`config.mk`:
```
export PLATFORM = sky130hd
export DESIGN_NAME = mbvi_ctrl
export DESIGN_NICKNAME = d
export VERILOG_FILES = /design/src/rtl/core/mbvi_pkg.sv /design/src/rtl/core/mbvi_ctrl.sv
export SDC_FILE = /design/constraint.sdc
export NUM_CORES = 1
export LEC_CHECK = 0
export ABC_AREA = 1
export BUFFER_PORTS_ARGS = -buffer_cell sky130_fd_sc_hd__buf_2
export CORE_UTILIZATION = 49
export CTS_CLUSTER_SIZE = 12
export DETAILED_ROUTE_END_ITERATION = 6
export GPL_TIMING_DRIVEN = 0
export PLACE_DENSITY_LB_ADDON = 0.15
export REMOVE_ABC_BUFFERS = 1
export SLEW_MARGIN = 20
export SYNTH_ARGS = -nofsm -noshare
export SYNTH_HDL_FRONTEND = slang
export SYNTH_SLANG_ARGS = --single-unit
export TNS_END_PERCENT = 30
```
`constraint.sdc`:
```
create_clock -name i_clk -period 3.9 [get_ports i_clk]
set_clock_uncertainty 0.1 [all_clocks]
set_input_delay 0.585 -clock i_clk [delete_from_list [all_inputs] [get_ports i_clk]]
set_output_delay 0.585 -clock i_clk [all_outputs]
set_load 0.01 [all_outputs]
```
`src/rtl/core/mbvi_pkg.sv`:
```
// Shared constants, codes and control types for the bounded value iteration block.
`timescale 1ns / 1ps
package mbvi_pkg;
    localparam int DefMaxStates  = 1024;
    localparam int DefMaxChoices = 4096;
    localparam int DefMaxTrans   = 16384;

    localparam int ActW     = 3;
    localparam int IdxW     = 14;
    localparam int OffW     = 15;
    localparam int CtW      = OffW + 1;
    localparam int TgtW     = 10;
    localparam int WgtW     = 17;
    localparam int ValW     = 32;
    localparam int KindW    = 2;
    localparam int IterW    = 16;
    localparam int CntW     = 11;
    localparam int CfgIdxW  = 2;
    localparam int CfgDataW = 16;

    localparam logic [ActW-1:0] ACT_SOFF = 3'd0;
    localparam logic [ActW-1:0] ACT_COFF = 3'd1;
    localparam logic [ActW-1:0] ACT_TRAN = 3'd2;
    localparam logic [ActW-1:0] ACT_VWR  = 3'd3;
    localparam logic [ActW-1:0] ACT_RUN  = 3'd4;
    localparam logic [ActW-1:0] ACT_VRD  = 3'd5;

    localparam logic [KindW-1:0] KIND_ACK  = 2'd0;
    localparam logic [KindW-1:0] KIND_RUN  = 2'd1;
    localparam logic [KindW-1:0] KIND_READ = 2'd2;

    localparam logic [CfgIdxW-1:0] CFG_BOUND = 2'd0;
    localparam logic [CfgIdxW-1:0] CFG_MIN   = 2'd1;
    localparam logic [CfgIdxW-1:0] CFG_COUNT = 2'd2;

    localparam logic signed [ValW-1:0] VAL_MAX = 32'sh7FFF_FFFF;
    localparam logic signed [ValW-1:0] VAL_MIN = 32'sh8000_0000;

    typedef struct packed {
        logic host_acc;
        logic run_init;
        logic iter_start;
        logic so_hi;
        logic ld_cfrom;
        logic ld_cto;
        logic co_hi;
        logic ld_tfrom;
        logic ld_tto;
        logic ld_prod;
        logic acc_add;
        logic choice_end;
        logic s_wr;
        logic iter_end;
        logic out_run;
        logic out_rd;
    } t_cmd;

    typedef struct packed {
        logic n_zero;
        logic s_last;
        logic c_lt;
        logic t_lt;
        logic bound_zero;
        logic it_last;
    } t_sts;
endpackage

```
`src/rtl/core/mbvi_ctrl.sv`:
```
// Sequencer for loads, reads and value iteration sweeps.
`timescale 1ns / 1ps
module mbvi_ctrl (
    input  logic                  i_clk,
    input  logic                  i_rst_n,
    input  logic                  i_in_valid,
    input  logic [mbvi_pkg::ActW-1:0] i_action,
    output logic                  o_in_ready,
    output logic                  o_out_valid,
    input  logic                  i_out_ready,
    output mbvi_pkg::t_cmd        o_cmd,
    input  mbvi_pkg::t_sts        i_sts
);
    import mbvi_pkg::*;

    localparam logic [4:0] ST_IDLE   = 5'd0;
    localparam logic [4:0] ST_RD     = 5'd1;
    localparam logic [4:0] ST_RINIT  = 5'd2;
    localparam logic [4:0] ST_SSTART = 5'd3;
    localparam logic [4:0] ST_SA     = 5'd4;
    localparam logic [4:0] ST_SB     = 5'd5;
    localparam logic [4:0] ST_SC     = 5'd6;
    localparam logic [4:0] ST_CCHK   = 5'd7;
    localparam logic [4:0] ST_CB     = 5'd8;
    localparam logic [4:0] ST_CC     = 5'd9;
    localparam logic [4:0] ST_TCHK   = 5'd10;
    localparam logic [4:0] ST_TB     = 5'd11;
    localparam logic [4:0] ST_TC     = 5'd12;
    localparam logic [4:0] ST_TD     = 5'd13;
    localparam logic [4:0] ST_SWR    = 5'd14;
    localparam logic [4:0] ST_IEND   = 5'd15;
    localparam logic [4:0] ST_FIN    = 5'd16;

    logic [4:0] r_state, n_state;
    logic       r_ovalid, n_ovalid;
    logic       slot_free;
    logic       host_acc;
    logic       ack_load;

    assign slot_free  = !r_ovalid || i_out_ready;
    assign o_in_ready = (r_state == ST_IDLE) && slot_free;
    assign host_acc   = i_in_valid && o_in_ready;
    assign ack_load   = host_acc && (i_action != ACT_RUN) && (i_action != ACT_VRD);
    assign o_out_valid = r_ovalid;

    // Decode state into datapath commands and next state
    always_comb begin
        o_cmd          = '0;
        n_state        = r_state;
        o_cmd.host_acc = host_acc;
        case (r_state)
            ST_IDLE: begin
                if (host_acc) begin
                    if (i_action == ACT_VRD) n_state = ST_RD;
                    else if (i_action == ACT_RUN) n_state = ST_RINIT;
                end
            end
            ST_RD: begin
                if (slot_free) begin
                    o_cmd.out_rd = 1'b1;
                    n_state      = ST_IDLE;
                end
            end
            ST_RINIT: begin
                o_cmd.run_init = 1'b1;
                n_state = i_sts.bound_zero ? ST_FIN : ST_SSTART;
            end
            ST_SSTART: begin
                o_cmd.iter_start = 1'b1;
                n_state = i_sts.n_zero ? ST_IEND : ST_SA;
            end
            ST_SA: n_state = ST_SB;
            ST_SB: begin
                o_cmd.ld_cfrom = 1'b1;
                o_cmd.so_hi    = 1'b1;
                n_state        = ST_SC;
            end
            ST_SC: begin
                o_cmd.ld_cto = 1'b1;
                n_state      = ST_CCHK;
            end
            ST_CCHK: n_state = i_sts.c_lt ? ST_CB : ST_SWR;
            ST_CB: begin
                o_cmd.ld_tfrom = 1'b1;
                o_cmd.co_hi    = 1'b1;
                n_state        = ST_CC;
            end
            ST_CC: begin
                o_cmd.ld_tto = 1'b1;
                n_state      = ST_TCHK;
            end
            ST_TCHK: begin
                if (i_sts.t_lt) begin
                    n_state = ST_TB;
                end else begin
                    o_cmd.choice_end = 1'b1;
                    n_state          = ST_CCHK;
                end
            end
            ST_TB: n_state = ST_TC;
            ST_TC: begin
                o_cmd.ld_prod = 1'b1;
                n_state       = ST_TD;
            end
            ST_TD: begin
                o_cmd.acc_add = 1'b1;
                n_state       = ST_TCHK;
            end
            ST_SWR: begin
                o_cmd.s_wr = 1'b1;
                n_state    = i_sts.s_last ? ST_IEND : ST_SA;
            end
            ST_IEND: begin
                o_cmd.iter_end = 1'b1;
                n_state = i_sts.it_last ? ST_FIN : ST_SSTART;
            end
            ST_FIN: begin
                if (slot_free) begin
                    o_cmd.out_run = 1'b1;
                    n_state       = ST_IDLE;
                end
            end
            default: n_state = ST_IDLE;
        endcase
    end

    // Hold the result slot until the transaction completes
    always_comb begin
        n_ovalid = r_ovalid;
        if (ack_load || o_cmd.out_rd || o_cmd.out_run) n_ovalid = 1'b1;
        else if (i_out_ready) n_ovalid = 1'b0;
    end

    always_ff @(posedge i_clk) begin
        if (!i_rst_n) begin
            r_state  <= ST_IDLE;
            r_ovalid <= 1'b0;
        end else begin
            r_state  <= n_state;
            r_ovalid <= n_ovalid;
        end
    end

    a_ready_idle: assert property (@(posedge i_clk) disable iff (!i_rst_n)
        o_in_ready |-> (r_state == ST_IDLE))
        else $error("input ready outside idle");
    a_run_start: assert property (@(posedge i_clk) disable iff (!i_rst_n)
        (host_acc && i_action == ACT_RUN) |=> (r_state == ST_RINIT))
        else $error("run command did not start sweeps");
    a_fin_out: assert property (@(posedge i_clk) disable iff (!i_rst_n)
        (r_state == ST_FIN && slot_free) |=> (r_ovalid && r_state == ST_IDLE))
        else $error("run result not presented");
endmodule

```
==> Yosys cells after proc, flatten, opt, wreduce, memory -nomap -nowiden <==
Index checks and enable logic that the tools add are counted.
{ "word_totals": {"register_bits": 6, "out_inout_bits": 18, "wordCells": 66} }
{ "op_classes": {"eq_ne": 23, "muxes": 28, "n_reduce_logical": 13} }
{ "ops": {"columns": ["cell", "count"], "rows": [
  ["$pmux W5 S15", 1],
  ["$eq A5 B4 Y1 const B", 8],
  ["$mux W5", 6],
  ["$eq A5 B3 Y1 const B", 4],
  ["$mux W1", 15],
  ["$mux W4", 3],
  ["$eq A5 B2 Y1 const B", 2],
  ["$eq A3 B3 Y1 const B", 2],
  ["$ne A3 B3 Y1 const B", 2],
  ["$eq A5 B1 Y1 const B", 1],
  ["$eq A5 B5 Y1 const B", 1],
  ["$logic_not A5 Y1", 1],
  ["$logic_and A1 B1 Y1", 4],
  ["$mux W2", 2],
  ["$reduce_or A2 Y1", 2],
  ["$logic_or A1 B1 Y1", 3],
  ["$mux W3", 1],
  ["$ne A3 B1 Y1 const B", 1],
  ["$reduce_and A3 Y1", 1],
  ["$ne A2 B1 Y1 const B", 1],
  ["$ne A2 B2 Y1 const B", 1],
  ["$reduce_bool A2 Y1", 1],
  ["$logic_not A1 Y1", 1]
]} }

==> Logic depth before layout (Yosys ltp) <==
Gate-level depths: netlist of the first run.
{ "logic_depth": {"ltp_word": 9, "mapped_depth": 9} }

==> Worst setup path after synthesis of the first run <==
No wires, ideal clock.
{ "synth_timing": {"kind": "input to output", "start": "input i_out_ready", "end": "output o_cmd[15] (netlist name)", "arrival_time_ns": 1.129, "required_ns": 3.215, "setup_slack_ns": 2.086, "cell_stages": 3, "cell_sequence": "nor2_1 nor3_2 buf_4"} }
{ "synth_via": {"elab_chain_cells": 3} }
{ "synth_lines": {"columns": ["element", "line", "rtl"], "rows": [
  ["start, declared", "mbvi_ctrl.sv:10", "input logic i_out_ready,"],
  ["$logic_or A1 B1 Y1", "mbvi_ctrl.sv:40", "assign slot_free = !r_ovalid || i_out_ready;"],
  ["$logic_and A1 B1 Y1", "mbvi_ctrl.sv:41", "assign o_in_ready = (r_state == ST_IDLE) && slot_free;"],
  ["$logic_and A1 B1 Y1", "mbvi_ctrl.sv:42", "assign host_acc = i_in_valid && o_in_ready;"],
  ["end, declared", "mbvi_ctrl.sv:11", "output mbvi_pkg::t_cmd o_cmd,"]
]} }
No other way between the ends.

==> results of run 1 <==
==> power groups by stage <==
stage                     Sequential (mW)  Clock, mW  Combinational [mW]
after global placement             0.0688          0              0.0557
after floorplan                    0.0691          0              0.0377
after CTS                          0.0680     0.0577              0.0566
after global routing               0.0683     0.0626              0.0637
after detailed placement           0.0690          0              0.0563
final                              0.0682     0.0544              0.0563
==> per-stage QoR <==
step / instance area (um^2) / hold slack [ps] / utilization (%)
6_report: 843 / 482 / 65.6
4_1_cts: 843 / 478 / 65.6
5_1_grt: 843 / 519 / 65.6
3_5_place_dp: 821 / 469 / 63.9
3_3_place_gp: 821 / 470 / 63.9
2_1_floorplan: 652 / 428 / -
==> cell families (layout without fill, tap and decap cells) <==
| logic type | count (synthesis) | in the layout | synth area share [%] |
|---|---|---|---|
| AND/OR/NAND/NOR | 81 | 81 | 56.6 |
| buffers and inverters | 27 | 57 | 16.7 |
| AO/OA/AOI/OAI | 11 | 11 | 8.90 |
| flip-flops | 6 | 6 | 17.8 |
==> registers in the layout, summed over array words and instances (netlist names) <==
| signal | count |
|---|---|
| o_out_valid | 1 |
| r_state | 5 |
==> routing by layer <==
metal / part of all wire (%) / global-route usage (%) / vias up
met5: 0 / 0 / -
li1: - / - / 451
met3: 4.3 / 1.73 / 0
met2: 48 / 39.2 / 31
met1: 48 / 28.3 / 366
met4: 0 / 5.17 / 0
==> Yosys cell counts <==
| cell type | number | share of area [%] |
|---|---|---|
| o21ai_0 | 3 | 2.2 |
| o21ai_1 | 1 | 0.74 |
| nand2_2 | 2 | 1.9 |
| nor2_4 | 2 | 3.3 |
| nor3_1 | 1 | 0.74 |
| nor2_1 | 25 | 14 |
| nand2_1 | 27 | 15 |
| a21oi_1 | 5 | 3.7 |
| buf_4 | 3 | 3.3 |
| nand3_1 | 11 | 8.2 |
| nand4_1 | 3 | 2.8 |
| nand3_2 | 1 | 1.5 |
| nor3_2 | 1 | 1.5 |
| dfxtp_1 | 6 | 18 |
| or2_0 | 1 | 0.93 |
| inv_1 | 21 | 12 |
| nor2_2 | 5 | 4.6 |
| a21oi_2 | 1 | 1.3 |
| inv_2 | 3 | 1.7 |
| o22ai_1 | 1 | 0.93 |
| nand3b_1 | 2 | 2.2 |
==> cell type report <==
class	count	area, um^2	area share, %
clock buffer	3	22.5	2.67
inverter	24	90.1	10.7
multi-input combinational	92	442	52.4
sequential	6	120	14.2
tap	15	18.8	2.23
timing repair buffer	30	150	17.8
==> how the worst min path moves through the flow <==
| stage | cells after the start | slack [ps] | from | endpoint |
|---|---|---|---|---|
| global route | 2 | 520 | r_state[0] | r_state[0] |
| CTS | 2 | 480 | r_state[0] | r_state[0] |
| finish | 2 | 480 | r_state[0] | r_state[0] |
| global placement | 2 | 470 | r_state[0] | r_state[0] |
| detailed placement | 2 | 470 | r_state[0] | r_state[0] |
| floorplan | 2 | 430 | r_state[0] | r_state[0] |
==> worst max-delay path, delay by kind of cell (launching register included) <==
| family | cells | cell delay [ps] |
|---|---|---|
| flops | 1 | 360 |
| simple gates | 4 | 580 |
| buf+inv | 3 | 340 |
==> impl.org, run 1 <==
** Run status
- The run finished with clean final reports.

** STA
- The worst pin sits at a relative slew slack of 71.0%.
- Final setup violation count :: 0
- Setup slack after layout :: 1700 ps
- The number of failing hold endpoints at the final stage is 0.
- Slew of the pin with the lowest slew margin :: 434 ps
- Derived from the worst setup path, the maximum achievable clock frequency is 455 MHz.
- Total negative slack :: 0 ps
- Setup repair after global routing left no endpoint under its margin.
- The final critical path takes up 56.3% of the cycle.
- Final Critical Period :: 2200 ps
- Number of max-slew violations in the final report :: 0

** Clock network
- Resize count post-CTS :: 0
- The number of hold buffers added after CTS was 0.
- Cts bufs inserted :: 3
- Number of sinks driven by the clock tree :: 6
- Buffers added to address setup during post-CTS repair amount to 0.
- Insertion delay to the later sink of the worst-skew pair :: 240 ps
- Reg clk slew, reported paths :: 40 ps
- Clock tree synthesis selected as its root buffer the cell clkbuf_4.
- In this run the number of H-tree levels came out at 1.
- Clock tree from TritonCTS :: done
- Counting along the longest clock path gives a buffer depth of 2.

** Floorplan
- Cell row count :: 13
- Measured along the y axis, the die boundary spans 39.1 um.
- Overall die area :: 0.00153 mm^2
- Number of placed I/O pins :: 31
- After floorplanning, the core was sized to cover 0.00128 mm^2.
- For this configuration, the core starts out at a cell density of 52.5%.
- Overall die width :: 39.1 um

** Route
- Total wirelength of the detailed-routed design :: 1580 um
- The first detailed-routing pass took 4 iterations.
- After detailed routing, the number of remaining DRC violations is 0.
- ANT nets after route :: 0
- Total vias in the final route :: 848
- Using the TritonRoute via totals, the vias-per-cell ratio works out to 4.99.
- For this block, the initial DRC count from the detailed router was 26.
- In the final routed layout, each cell accounts on average for 9.28 um.

** Layout
- Leaving out fill and tap cells, the most frequent cell in the layout is buf_2.
- Of the cells placed in the final design, the portion with a size suffix greater than 1 is 31.0%.
- The layout has 132 filler cells.
- Most frequent cells in the layout :: 30 x buf_2, 27 x nand2_1, 25 x nor2_1
- Relative to the synthesized area, the layout overhead comes to 25.0%.
- The repair_antennas step left the layout with diodes totalling 0.
- For this run, the post-layout net count is 170.
- Final non-filler cell total :: 170

** Placement
- Detailed placement finished with a half-perimeter wire length of 1360 um.
- The number of placed instances, taps included, is 167.
- Final weighted congestion in routability-driven placement :: 0.901
- Count of input and output buffers :: 30
- Worst setup timing slack at the placement stage :: 1940 ps

** Power
- Overall power consumption after layout is estimated at 179 uW.
- In this run the power spent charging and discharging nets is 57.7 uW.
- Cell leakage power :: 0.535 nW
- Switching share of power :: 32.3%
- Power share of the sequential group :: 38.1%
- Clock Power Share :: 30.4%
- The internal power of the cells totals 121 uW.
- VDD IR-drop max :: 0.177 mV
- For this design the ratio of total power to cell area is 212 mW/mm^2.
- Combinational cells account for 31.5% of the total power.

** Critical path
- Setup CP Type :: reg -> out
- STA puts the critical path data arrival time at 1510 ps.
- Endpoint required time on the critical path :: 3210 ps
- For the worst flop-to-flop path, the logic depth is 8.
- On the worst path, the slowest cell contributes a delay of 360 ps.
- Tracing the worst setup path back leads to its startpoint at r_state[4].
- STA classifies the critical path startpoint as a flip-flop.
- Start of the worst register-to-register path :: r_state[0]
- Across all register-to-register paths, the minimum setup slack is 2420 ps.
- Critical Path End Type :: output pin
- Setup crit end :: o_cmd[4]
- Worst R2R End :: r_state[0]
- In this run the worst path has a maximum fanout of 9.
- List of cells traversed by the critical path :: inv_2 > nand3_1 > nor2_2 > nand2_1 > or2_0 > inv_1 > buf_2
- For this design, the slowest cell found on the critical path is dfxtp_1.

** Synthesis
- Syn. warnings :: 0
- In this run, distinct cell masters in the synthesized netlist total 21.
- The synthesized netlist occupies a cell area of 674 um^2.
- Synthesis inferred 6 register bits.
- Dividing the synthesized area by the synthesized cell count gives 5.40 um^2.
- Summing the sequential cell areas from Yosys gives 17.8% of the chip area.
- Synthesis produced a netlist whose cell count is 125.

** Global routing
- GR Util All Layers :: 22.1%
- First-pass GRT wire length :: 2340 um
- Number of global-route vias before repair :: 617
- Summed over all layers, the global routing overflow is 0.
- Entering global routing, the biggest net connects 10 pins.
- Antenna violations before repair :: 0

** Flow run
- The tool flagged a number of max-cap violations equal to 0.

** Min path
- Class of the tightest hold or removal check :: reg -> reg
Power figures use the tool's default switching activity.
==> inputs of run 2 (changes only) <==
--- a/config.mk
+++ b/config.mk
@@ -7,7 +7,7 @@
 export LEC_CHECK = 0
 export ABC_AREA = 1
 export BUFFER_PORTS_ARGS = -buffer_cell sky130_fd_sc_hd__buf_2
-export CORE_UTILIZATION = 49
+export CORE_UTILIZATION = 45
 export CTS_CLUSTER_SIZE = 12
 export DETAILED_ROUTE_END_ITERATION = 6
 export GPL_TIMING_DRIVEN = 0
==> constraint.sdc (replaced) <==
create_clock -name i_clk -period 2.3 [get_ports i_clk]
set_clock_uncertainty 0.1 [all_clocks]
set_input_delay 0.345 -clock i_clk [delete_from_list [all_inputs] [get_ports i_clk]]
set_output_delay 0.345 -clock i_clk [all_outputs]
set_load 0.01 [all_outputs]
==> impl.org, run 2 (same netlist as run 1, synthesis figures left out) <==
** Floorplan
- Overall die area :: 0.00166 mm^2 (was 0.00153 mm^2)
- The vertical die dimension is 40.7 um (was 39.1 um).
- Overall die width :: 40.7 um (was 39.1 um)
- Starting density of the core :: 50.0% (was 52.5%)
- Cell row count :: 13 (unchanged)
- Number of placed I/O pins :: 31 (unchanged)
- Floorplan Core Area :: 0.00135 mm^2 (was 0.00128 mm^2)

** Layout
- The number of flip-flops in the largest register is 5 (unchanged).
- Storage cell area :: 120 um^2 (unchanged)
- The final cell utilization of the core is 62.5% (was 65.6%).
- Fraction of final layout cells with drive strength greater than 1 :: 31.0% (unchanged)
- Area growth from synthesis to final layout :: 25.0% (unchanged)
- Count of filler cells inserted in the layout :: 145 (was 132)
- Most flops, register :: r_state (unchanged)
- The most frequent standard cell in the layout excluding fill and tap cells is buf_2 (unchanged).
- # nets final :: 170 (unchanged)
- Inserted Diodes :: 0 (unchanged)
- Footprint of the multi-input gates :: 442 um^2 (unchanged)
- Most frequent cells in the layout :: 30 x buf_2, 27 x nand2_1, 25 x nor2_1 (unchanged)

** Critical path
- Data arrival time at the worst-slack endpoint :: 1520 ps (was 1510 ps)
- The slack of the worst reg-to-reg path was 780 ps (was 2420 ps).
- Start of the worst register-to-register path :: r_state[0] (unchanged)
- The maximum net fanout on the critical path came to 9 (unchanged).
- The length in cells of the worst reg-to-reg path was 8 (unchanged).
- Setup CP Type :: reg -> out (unchanged)
- CP startpoint kind :: flip-flop (unchanged)
- Endpoint required time on the critical path :: 1860 ps (was 3210 ps)
- Critical Path End Type :: output pin (unchanged)
- Worst R2R End :: r_state[0] (unchanged)

** Clock network
- The clock tree from TritonCTS is done (unchanged).
- The number of buffers on the longest clock path came to 2 (unchanged).
- The clock latency at the later pin of the worst-skew pair came to 250 ps (was 240 ps).
- The number of buffers inserted by post-CTS setup repair was 0 (unchanged).
- The clock buffer count from CTS is 3 (unchanged).
- Resize count post-CTS :: 0 (unchanged)
- Deepest level of the CTS H-tree :: 1 (unchanged)
- Number of sinks driven by the clock tree :: 6 (unchanged)
- The CTS clock-pin slew for the worst setup and hold paths was 40 ps (about the same).
- Clk Tree Root Cell :: clkbuf_4 (unchanged)
- The post-cts hold buffer count came to 0 (unchanged).

** Placement
- The routability congestion estimate is 0.847 (was 0.901).
- The worst slack after detailed placement came to 605 ps (was 1940 ps).
- The placed wire-length estimate after detailed placement is 1410 um (was 1360 um).
- Count of input and output buffers :: 30 (unchanged)

** STA
- Total negative slack :: 0 ps (unchanged)
- Worst relative slew slack :: 69.4% (was 71.0%)
- The clock period could shrink to 1970 ps.
- Final number of hold-violating endpoints :: 0 (unchanged)
- Slew of the pin with the lowest slew margin :: 458 ps (was 434 ps)
- The total of endpoints with negative setup slack in the final report came to 0 (unchanged).
- Setup slack after layout :: 335 ps (was 1700 ps)
- Unrepaired setup endpoints after global routing: false (unchanged).
- The number of pins exceeding their max-slew limit in the final report was 0 (unchanged).
- Static timing analysis puts the maximum clock frequency at 509 MHz.
- Crit share post-route :: 85.4%

** Power
- VDD IR-drop max :: 0.268 mV (was 0.177 mV)
- Cell leakage power :: 0.535 nW (unchanged)
- Power density over cell area :: 368 mW/mm^2 (was 212 mW/mm^2)

** Flow run
- The number of max-cap violations was 0 (unchanged).

** Run status
- Result of the run :: finished clean (unchanged)

** Route
- ANT nets after route :: 0 (unchanged)
- Total wirelength of the detailed-routed design :: 1680 um (was 1580 um)
- The post-detailed-route DRC marker count came to 0 (unchanged).
- Number of design-rule violations left by the first detailed-router iteration :: 23 (was 26)
- Number of iterations in the first detailed-routing pass :: 4 (unchanged)
- The average wire per standard cell came to 9.87 um (was 9.28 um).
- Ratio of routed vias to standard cells :: 4.99 (unchanged)
- The number of vias after detailed routing is 848 (unchanged).

** Global routing
- Number of global-route vias before repair :: 676 (was 617)
- The pin count of the biggest net entering global routing came to 10 (unchanged).
- Leftover overflow at the end of global routing :: 0 (unchanged)
- The global-route wire length before repair is 2570 um (was 2340 um).
- GR Util All Layers :: 23.6% (was 22.1%)
- The number of antenna violations at the first check in global routing came to 0 (unchanged).

** Min path
- The number of cells on the worst hold path was 3 (was 2).
- Terminating pin of the worst hold path :: r_state[0] (unchanged)
- Source of the worst hold timing path :: i_rst_n (was r_state[0])
- Class of the tightest hold or removal check :: in -> reg (was reg -> reg)
-- run 2: cell counts in the layout (fill, tap and decap cells not counted) --
Identical to the previous run, type by type.
-- run 2: metal layers --
metal  global-route usage [%]  share of wire (%)
met5                        0                  0
met4                     12.5                1.3
met3                     1.63                4.2
met2                     41.7                 47
met1                     28.2                 47
-- run 2: how the worst max path moves through the flow --
stage / to / cells after the start / start / slack, ps
global placement: o_cmd[4] / 7 / r_state[4] / 620
CTS: o_cmd[4] / 7 / r_state[4] / 320
global route: o_cmd[4] / 7 / r_state[4] / 150
finish: o_cmd[4] / 7 / r_state[4] / 330
detailed placement: o_cmd[4] / 7 / r_state[4] / 600
floorplan: o_cmd[4] / 6 / r_state[4] / 810
-- run 2: power by group --
part | internal, mW | switching [mW]
registers | 0.109 | 0.00587
clock network | 0.0591 | 0.0389
logic | 0.0371 | 0.0602
-- run 2: cell type report --
cell class,count,area share (%)
repair buffers,30,17.8
flip-flops and latches,6,14.2
inverters,24,10.7
clock buffers,3,2.67
multi-input cells,92,52.4
well taps,15,2.23
-- run 2: critical path, stage by stage, from the launching register on --
cell and delay [ps]:
dfxtp_1 350, inv_2 160, nand3_1 130, nor2_2 150, nand2_1 80, or2_0 230
inv_1 60, buf_2 120
-- run 2: per-stage QoR --
| step | instances | power, mW | hold slack (ps) | cell area, um^2 |
|---|---|---|---|---|
| 3_3_place_gp | 167 | 0.212 | 472 | 821 |
| 5_1_grt | 170 | 0.332 | 328 | 843 |
| 6_report | 170 | 0.311 | 312 | 843 |
| 3_5_place_dp | 167 | 0.214 | 477 | 821 |
| 2_1_floorplan | 122 | 0.181 | 426 | 652 |
| 4_1_cts | 170 | 0.316 | 301 | 843 |
==> inputs of run 3 (changes only) <==
==> constraint.sdc (replaced) <==
create_clock -name i_clk -period 2 [get_ports i_clk]
set_clock_uncertainty 0.1 [all_clocks]
set_input_delay 0.3 -clock i_clk [delete_from_list [all_inputs] [get_ports i_clk]]
set_output_delay 0.3 -clock i_clk [all_outputs]
set_load 0.01 [all_outputs]
==> impl.org, run 3 (same netlist as run 1, synthesis figures left out) <==
** Power
- The combinational cell fraction of total power is 31.7% (was 31.3%).
- Net Switching :: 121 uW (was 105 uW)
- The cell leakage power was 0.550 nW (was 0.535 nW).
- The internal power was 239 uW (was 206 uW).
- Power density over cell area :: 413 mW/mm^2 (was 368 mW/mm^2)
- The portion of total power attributed to sequential cells came to 37.0% (was 37.1%).
- Clock Power Share :: 31.3% (was 31.5%)
- The total power was 359 uW (was 311 uW).
- The maximum resistive drop on vdd is 0.309 mV (was 0.268 mV).
- Switching share of power :: 33.6% (was 33.8%)

** Global routing
- GR Util All Layers :: 23.6% (unchanged)
- The global-route wire length before repair came to 2570 um (unchanged).
- Number of global-route vias before repair :: 676 (unchanged)
- Maximum number of pins on one net before global-route repair :: 10 (unchanged)
- The number of antenna violations at the first check in global routing came to 0 (unchanged).
- The global-route congestion overflow total is 0 (unchanged).

** Critical path
- Setup CP Type :: reg -> out (unchanged)
- Top fanout value on the critical path :: 7 (was 9)
- The startpoint class of the critical path is a flip-flop (unchanged).
- Critical Path End Type :: output pin (unchanged)
- Endpoint required time on the critical path :: 1600 ps (was 1860 ps)
- The data arrival time of the critical path was 1470 ps (was 1520 ps).
- R2r setup slk :: 500 ps (was 780 ps)

** Floorplan
- The core area was 0.00135 mm^2 (unchanged).
- The top-level I/O count was 31 (unchanged).
- Overall die width :: 40.7 um (unchanged)
- The number of placement rows is 13 (unchanged).
- Overall die area :: 0.00166 mm^2 (unchanged)
- Starting density of the core :: 50.0% (unchanged)
- The vertical die dimension is 40.7 um (unchanged).

** Min path
- The path class of the lowest-slack min-delay path is in -> reg (unchanged).

** Layout
- Most frequent cells in the layout: 30 x buf_2, 27 x nand2_1, 25 x nor2_1 (unchanged).
- Fraction of final layout cells with drive strength greater than 1 :: 34.2% (was 31.0%)
- Leading cell type in the layout, fill and taps excluded :: buf_2 (unchanged)
- Most flops, register :: r_state (unchanged)
- # nets final :: 173 (was 170)
- Flip-flop count of the largest register after layout :: 5 (unchanged)
- Area growth from synthesis to final layout :: 28.9% (was 25.0%)
- Inserted Diodes :: 0 (unchanged)

** Placement
- Count of input and output buffers :: 30 (unchanged)
- The placed wire-length estimate after detailed placement is 1410 um (unchanged).
- The routability congestion estimate is 0.847 (unchanged).

** STA
- Crit share post-route :: 93.7%
- The worst hold margin is 269 ps (was 312 ps).
- Slew of the pin with the lowest slew margin :: 458 ps (about the same)
- Number of max-slew violations in the final report :: 0 (unchanged)
- The worst relative slew slack came to 69.4% (about the same).
- Final Critical Period :: 1870 ps
- Final number of hold-violating endpoints :: 0 (unchanged)
- The total of endpoints with negative setup slack in the final report is 0 (unchanged).
- Maximum frequency from static timing analysis :: 534 MHz

** Route
- Ratio of routed vias to standard cells :: 5.01 (was 4.99)
- Total wirelength of the detailed-routed design :: 1700 um (was 1680 um)
- Total vias in the final route :: 866 (was 848)
- The number of optimization iterations in the first detailed-route pass came to 4 (unchanged).
- Number of design-rule violations left by the first detailed-router iteration :: 25 (was 23)
- The post-detailed-route DRC marker count came to 0 (unchanged).
- The antenna violation net count after detailed routing was 0 (unchanged).
- Wire per inst :: 9.80 um (was 9.87 um)

** Run status
- Result of the run: finished clean (unchanged).

** Clock network
- Cts bufs inserted :: 3 (unchanged)
- Insertion delay to the later sink of the worst-skew pair :: 250 ps (about the same)
- The number of buffers on the longest clock path came to 2 (unchanged).
- The sink count of the clock tree is 6 (unchanged).
- The post-cts hold buffer count was 0 (unchanged).
- The root cell of the clock tree is clkbuf_4 (unchanged).
- The CTS clock-pin slew for the worst setup and hold paths is 40 ps (about the same).
- Deepest level of the CTS H-tree :: 1 (unchanged)
- The clock tree from TritonCTS is done (unchanged).

** Flow run
- The number of max-cap violations is 0 (unchanged).
## run 3: changes by cell type in the layout (fill, tap and decap cells not counted), sizes merged
| cell | before | now |
|---|---|---|
| buf | 30 | 33 |
## run 3: worst paths after layout
| kind | startpoint | cells past startpoint | to |
|---|---|---|---|
| worst max register to register | r_state[0] | 8 | r_state[0] |
| worst max-delay path | r_state[4] | 7 | o_cmd[4] |
| worst min-delay path | i_rst_n | 3 | r_state[0] |
| worst min register to register | r_state[4] | 2 | r_state[4] |
## run 3: power groups by stage
| stage | Sequential [mW] | Combinational, mW | Clock (mW) |
|---|---|---|---|
| 3_3_place_gp | 0.134 | 0.109 | 0 |
| 2_1_floorplan | 0.135 | 0.0734 | 0 |
| 4_1_cts | 0.132 | 0.112 | 0.118 |
| 3_5_place_dp | 0.135 | 0.112 | 0 |
| 6_report | 0.133 | 0.114 | 0.112 |
| 5_1_grt | 0.133 | 0.129 | 0.122 |
## run 3: layout make-up
cell class	instances	area (um^2)
fill	143	480
multi-input combinational	92	442
timing repair buffer	33	173
sequential	6	124
inverter	24	90.1
clock buffer	3	22.5
tap	15	18.8
## run 3: stage by stage
step | setup WS [ps] | utilization (%) | setup TNS [ps] | cell area, um^2 | instances
finish | 127 | 64.4 | 0 | 870 | 173
floorplan | 556 | - | 0 | 652 | 122
detailed placement | 350 | 60.8 | 0 | 821 | 167
CTS | 65.1 | 62.5 | 0 | 843 | 170
global route | -5.13 | 64.4 | -5.13 | 870 | 173
global placement | 368 | 60.8 | 0 | 821 | 167
## run 3: per-layer routing
metal	up-vias	track usage [%]	share of wire (%)
li1	453	-	-
met1	377	28.2	45
met2	34	41.7	48
met3	2	1.63	5.5
met4	0	12.5	1.3
met5	-	0	0
## run 3: critical path, stage by stage (launching register included)
cell     delay (ps)
dfxtp_2         340
inv_2           110
nand3_1         120
nor2_2          170
nand2_1          80
or2_1           230
inv_1            60
buf_2           120
## run 3: timing repair
| item | 4_1_cts | 5_1_grt |
|---|---|---|
| resized for setup | 0 | 4 |
| buffers inserted | 0 | 3 |
| endpoints found under the hold margin | 0 | 0 |
| endpoints found under the setup margin | 0 | 1 |
